===== src/fbpa_pkg.sv =====
// Shared types, codes and widths for the fixed block pool allocator.
`default_nettype none

package fbpa_pkg;

    localparam int MAX_BINS_DEF   = 1024;
    localparam int POOL_BYTES_DEF = 65536;

    localparam int SIZE_W    = 17;
    localparam int COUNT_W   = 11;
    localparam int OFFSET_W  = 16;
    localparam int STATUS_W  = 3;
    localparam int CNT32_W   = 32;
    localparam int CFG_IDX_W = 1;
    localparam int CMP_W     = 32;

    localparam logic [SIZE_W-1:0]  BIN_BYTES_RST = SIZE_W'(64);
    localparam logic [COUNT_W-1:0] BIN_COUNT_RST = COUNT_W'(1024);

    typedef enum logic [0:0] {
        CMD_ALLOC = 1'b0,
        CMD_FREE  = 1'b1
    } command_t;

    typedef enum logic [STATUS_W-1:0] {
        ST_ALLOCATED = 3'd0,
        ST_POOL_FULL = 3'd1,
        ST_TOO_LARGE = 3'd2,
        ST_FREED     = 3'd3,
        ST_NOT_FOUND = 3'd4
    } status_t;

    typedef enum logic [CFG_IDX_W-1:0] {
        REG_BIN_BYTES = 1'b0,
        REG_BIN_COUNT = 1'b1
    } cfg_reg_t;

    typedef enum logic [2:0] {
        S_IDLE,
        S_START,
        S_DIV,
        S_READ,
        S_EXEC,
        S_OUT
    } fsm_state_t;

    typedef struct packed {
        logic accept;
        logic div_start;
        logic exec;
        logic load_out;
    } dp_cmd_t;

    function automatic int div_width(int pool_bytes);
        int w;
        w = $clog2(pool_bytes + 1);
        return (w > OFFSET_W) ? w : OFFSET_W;
    endfunction

endpackage

`default_nettype wire


===== src/fbpa_ctrl.sv =====
// Allocator controller: sequences one transaction through the datapath.
`default_nettype none

module fbpa_ctrl (
    input  wire logic              aclk,
    input  wire logic              aresetn,
    input  wire logic              s_valid,
    output logic                   s_ready,
    output logic                   m_valid,
    input  wire logic              m_ready,
    input  wire logic              div_done,
    output fbpa_pkg::dp_cmd_t      cmd
);

    import fbpa_pkg::*;

    fsm_state_t state_reg, state_next;
    logic       m_valid_reg, m_valid_next;
    logic       out_free;

    assign out_free = !m_valid_reg || m_ready;

    always_comb begin
        state_next = state_reg;
        unique case (state_reg)
            S_IDLE:  if (s_valid) begin
                state_next = S_START;
            end
            S_START: state_next = S_DIV;
            S_DIV:   if (div_done) begin
                state_next = S_READ;
            end
            S_READ:  state_next = S_EXEC;
            S_EXEC:  state_next = S_OUT;
            S_OUT:   if (out_free) begin
                state_next = S_IDLE;
            end
            default: state_next = S_IDLE;
        endcase
    end

    always_comb begin
        cmd          = '0;
        s_ready      = 1'b0;
        m_valid_next = (m_valid_reg && !m_ready);
        unique case (state_reg)
            S_IDLE: begin
                s_ready    = 1'b1;
                cmd.accept = s_valid;
            end
            S_START: cmd.div_start = 1'b1;
            S_EXEC:  cmd.exec = 1'b1;
            S_OUT: begin
                cmd.load_out = out_free;
                if (out_free) begin
                    m_valid_next = 1'b1;
                end
            end
            default: ;
        endcase
    end

    always_ff @(posedge aclk) begin
        if (!aresetn) begin
            state_reg   <= S_IDLE;
            m_valid_reg <= 1'b0;
        end else begin
            state_reg   <= state_next;
            m_valid_reg <= m_valid_next;
        end
    end

    assign m_valid = m_valid_reg;

endmodule

`default_nettype wire


===== config.mk =====
export PLATFORM = sky130hd
export DESIGN_NAME = fbpa_ctrl
export DESIGN_NICKNAME = d
export VERILOG_FILES = /design/src/fbpa_pkg.sv /design/src/fbpa_ctrl.sv
export SDC_FILE = /design/constraint.sdc
export NUM_CORES = 1
export LEC_CHECK = 0
export BUFFER_PORTS_ARGS = -buffer_cell sky130_fd_sc_hd__buf_4
export CAP_MARGIN = 20
export CORE_AREA = 2 2 39 41
export CTS_CLUSTER_SIZE = 14
export DETAILED_ROUTE_END_ITERATION = 7
export DIE_AREA = 0 0 41 43
export GPL_TIMING_DRIVEN = 0
export HOLD_SLACK_MARGIN = 0.15
export PLACE_DENSITY_LB_ADDON = 0.05
export SETUP_SLACK_MARGIN = 0.1
export SYNTH_ARGS = -nofsm -noshare
export SYNTH_HDL_FRONTEND = slang
export SYNTH_SLANG_ARGS = --single-unit

===== constraint.sdc =====
create_clock -name aclk -period 1.34 [get_ports aclk]
set_input_delay 0 -clock aclk [delete_from_list [all_inputs] [get_ports aclk]]
set_output_delay 0 -clock aclk [all_outputs]
set_load 0.1 [all_outputs]

**After elaboration in Yosys (flattened, before gate mapping)**

Cells that the tools add are included.
W data, S select, Z words.

- Logic and storage cells: 27
- Input bits: 5
- Output and inout bits: 6
- Bits in registers: 4

- Equality and inequality tests: 8
- Reductions and logical operators: 6
- Multiplexer cells: 11

Operators with widths:

| operator | number |
|---|---|
| $pmux W3 S6 | 1 |
| $mux W3 | 3 |
| $mux W1 | 7 |
| $eq A3 B2 Y1 const B | 2 |
| $eq A3 B3 Y1 const B | 2 |
| $ne A2 B2 Y1 const B | 3 |
| $eq A3 B1 Y1 const B | 1 |
| $logic_not A3 Y1 | 1 |
| $reduce_and A3 Y1 | 1 |
| $logic_not A1 Y1 | 2 |
| $logic_and A1 B1 Y1 | 1 |
| $logic_or A1 B1 Y1 | 1 |

**Depth between registers and ports, before layout**

- Depth after elaboration: 4
- Mapped depth: 4
- Depth with buffers taken out: 3

**Worst setup path before layout**

No wires, ideal clock.

- Path type: register to output
- Start: register state_reg[0]
- End: output cmd[2] (netlist bit)
- Arrival: 2635 ps
- Required time: 1340 ps
- Stages on the path, launching flop included: 3
- Path slack: -1295 ps
- Buffers on the path: 1
- Path through: dfxtp_1 > buf_4 > nor3b_1

RTL lines:

| what | line | text |
|---|---|---|
| start, declared | fbpa_ctrl.sv:17 | `fsm_state_t state_reg, state_next;` |
| start signal, assigned | fbpa_ctrl.sv:68 | `state_reg <= state_next;` |
| end, declared | fbpa_ctrl.sv:12 | `output fbpa_pkg::dp_cmd_t cmd` |

==> summary.md <==
| Metric | Value |
|---|---|
| Fmax | `848 MHz` |
| Met3 WL | `34 µm` |
| Yosys reg bits | `4` |
| Routed wire length on met2 | `approximately 280 µm` |
| DRT Wirelength | `slightly below 600 µm` |
| Largest net degree at the start of global routing | `10` |
| Critical Path, Cell by Cell | `buf_6 -> nor3_4 -> and2_4 -> buf_12` |
| Warnings from Yosys | `0` |
| DRT met1 WL | `262 µm` |
| Status | `complete, no violations` |
| Max clock buf depth | `2` |
| Number of global-route vias before repair | `231` |
| Fin. max-slew vios | `0` |
| Crit start category | `register` |
| IR drop worst, VDD | `0.495 mV` |
| Clk slew on worst S/H paths | `0.03 ns` |
| Die Ht | `43 µm` |
| Number of antenna diodes | `0` |
| Register-to-Register Setup Slack | `0.35 ns` |
| Starting Density | `17.7%` |
| Total power | `0.601 mW` |
| Vias | `249` |
| Final HPWL DP | `421 µm` |
| Fillers | `145` |
| Req. time, crit path | `1.34 ns` |
| Asr flop ratio synth | `0%` |
| Count of flip-flops with a built-in enable after synthesis | `0` |
| Worst Setup End Kind | `primary output` |
| Fin crit share | `just under 90%` |
| HP Class | `reg2reg` |
| Final WS setup | `0.161 ns` |
| Arrival @ worst endpoint | `1.18 ns` |
| CTS sink cnt | `4` |
| Worst-skew pair later-pin latency | `0.23 ns` |
| DP Cell Count | `53` |
| CTS buffer count | `3` |
| CTS H-Tree Depth | `1` |
| Mapped Area | `245 µm²` |
| Initial antenna violation count | `0` |
| Global-route wire length before repair | `876 µm` |
| Area after DPL | `370 µm²` |
| DP Worst Slack | `roughly 0.12 ns` |
| IO buf count | `10` |
| Root Buffer Master | `clkbuf_4` |
| Die area | `1760 µm²` |
| Avg Inst Size Synth | `9.08 µm²` |
| Reg2Reg Depth | `5` |
| Slowest stage delay, CP | `0.31 ns` |
| Power Dens Cells | `1210 nW/µm²` |
| DRT Pass-1 Iters | `1` |
| GR Util All Layers | `around 7.7%` |
| DR iter-0 viols | `0` |
| Final core occ | `between 30 and 40%` |
| Tmin final | `1.18 ns` |
| Area delta synth->final | `103%` |
| Num rows | `14` |
| Nets@finish | `53` |
| Finished Layout Cells | `62` |
| Final ANT Viol Nets | `0` |
| WHS Path Cells | `1` |
| Post-synth top flop | `dfxtp_1` |
| Top layer in use | `met4` |
| Post-Route Setup TNS | `0 ns` |
| Max Fanout on Critical Path | `3` |
| WS Path Type | `reg2out` |
| Crit-path slowest cell | `dfxtp_2` |
| Via/cell ratio | `4.02` |
| Least-Margin Pin Slew | `0.264 ns` |
| Cells after Synth | `27` |
| I/O pins | `11` |
| Most common cell after layout, fill and taps aside | `buf_4` |
| Grt total ovfl | `0` |
| Clock Skew | `approximately 0.00043 ns` |
| Fin. Hold Viols | `0` |
| Final setup viols | `0` |
| TritonCTS clock tree | `done` |
| Syn nets | `32` |
| Max reg flops | `3` |
| Most frequent cells in the layout | `7 x buf_4, 4 x dlygate4sd3_1, 3 x buf_6, 3 x clkbuf_4, 3 x buf_12` |
| Worst slew margin | `82.4%` |
| Distinct cells, synth | `19` |
| Sequential share of the synthesized area | `about a third` |
| RSZ-0062 raised after global routing | `true` |
| Horiz. Die Dim | `41 µm` |
| RD Place Congestion | `0.601` |
| # Max-Cap Violations | `0` |
| Share of layout cells above drive strength 1 | `63.0%` |
| # DRC | `0` |
| WHS | `0.501 ns` |
| Leak | `0.203 nW` |
| Routed len/inst | `9.39 µm` |
| Cell area after layout | `498 µm²` |
| Area of the core | `1380 µm²` |
[worst paths after layout]
path                                   start            to
worst min register to register  state_reg[2]  state_reg[1]
worst min-delay path            state_reg[2]  state_reg[1]
worst max-delay path            state_reg[0]        cmd[3]
worst max register to register  state_reg[0]  state_reg[0]
[metal layers]
layer | vias to the layer above | GRT usage (%)
li1 | 129 | -
met3 | 2 | 1.57
met1 | 111 | 9.35
met2 | 7 | 9.38
met4 | 0 | 10.0
met5 | - | 0
[cell type report]
cell class	instances	area, µm²	share of cell area [%]
well taps	16	20.0	4.02
multi-input cells	21	178	35.7
clock buffers	3	22.5	4.52
plain buffers	2	22.5	4.52
flip-flops and latches	4	86.3	17.3
repair buffers	16	169	33.9
[cell families after synthesis]
kind of cell / Yosys count / share of synthesized area (%)
and+or+nand+nor: 14 / 37.8
xor gates and xnor gates: 1 / 3.57
AOI/OAI and AO/OA: 6 / 18.4
DFF: 4 / 32.7
buffers and inverters: 2 / 7.65
[Yosys cell counts (2+ instances only)]
| master | count | area share, % |
|---|---|---|
| nor3b_1 | 2 | 6.1 |
| nor2_1 | 4 | 6.1 |
| dfxtp_1 | 4 | 33 |
| nand2b_1 | 2 | 5.1 |
[timing repair]
action	4_1_cts	5_1_grt
resized for setup	7	5
hold endpoints to repair	4	0
endpoints found under the setup margin	3	3
hold buffers	4	0
gates cloned	0	1
buffers inserted	0	1
pin swaps	0	2
[power by group]
part	leakage, nW	switching, mW	internal, mW
logic	0.154	0.199	0.121
clock network	0.0138	0.0428	0.0997
registers	0.0343	0.00791	0.130
[worst max-delay path: cells and delay by family, from the launching register on]
kind	cells	cell delay (ns)
and+or+nand+nor	2	0.35
buffers and inverters	2	0.28
DFF	1	0.31
Power figures use the tool's default switching activity.
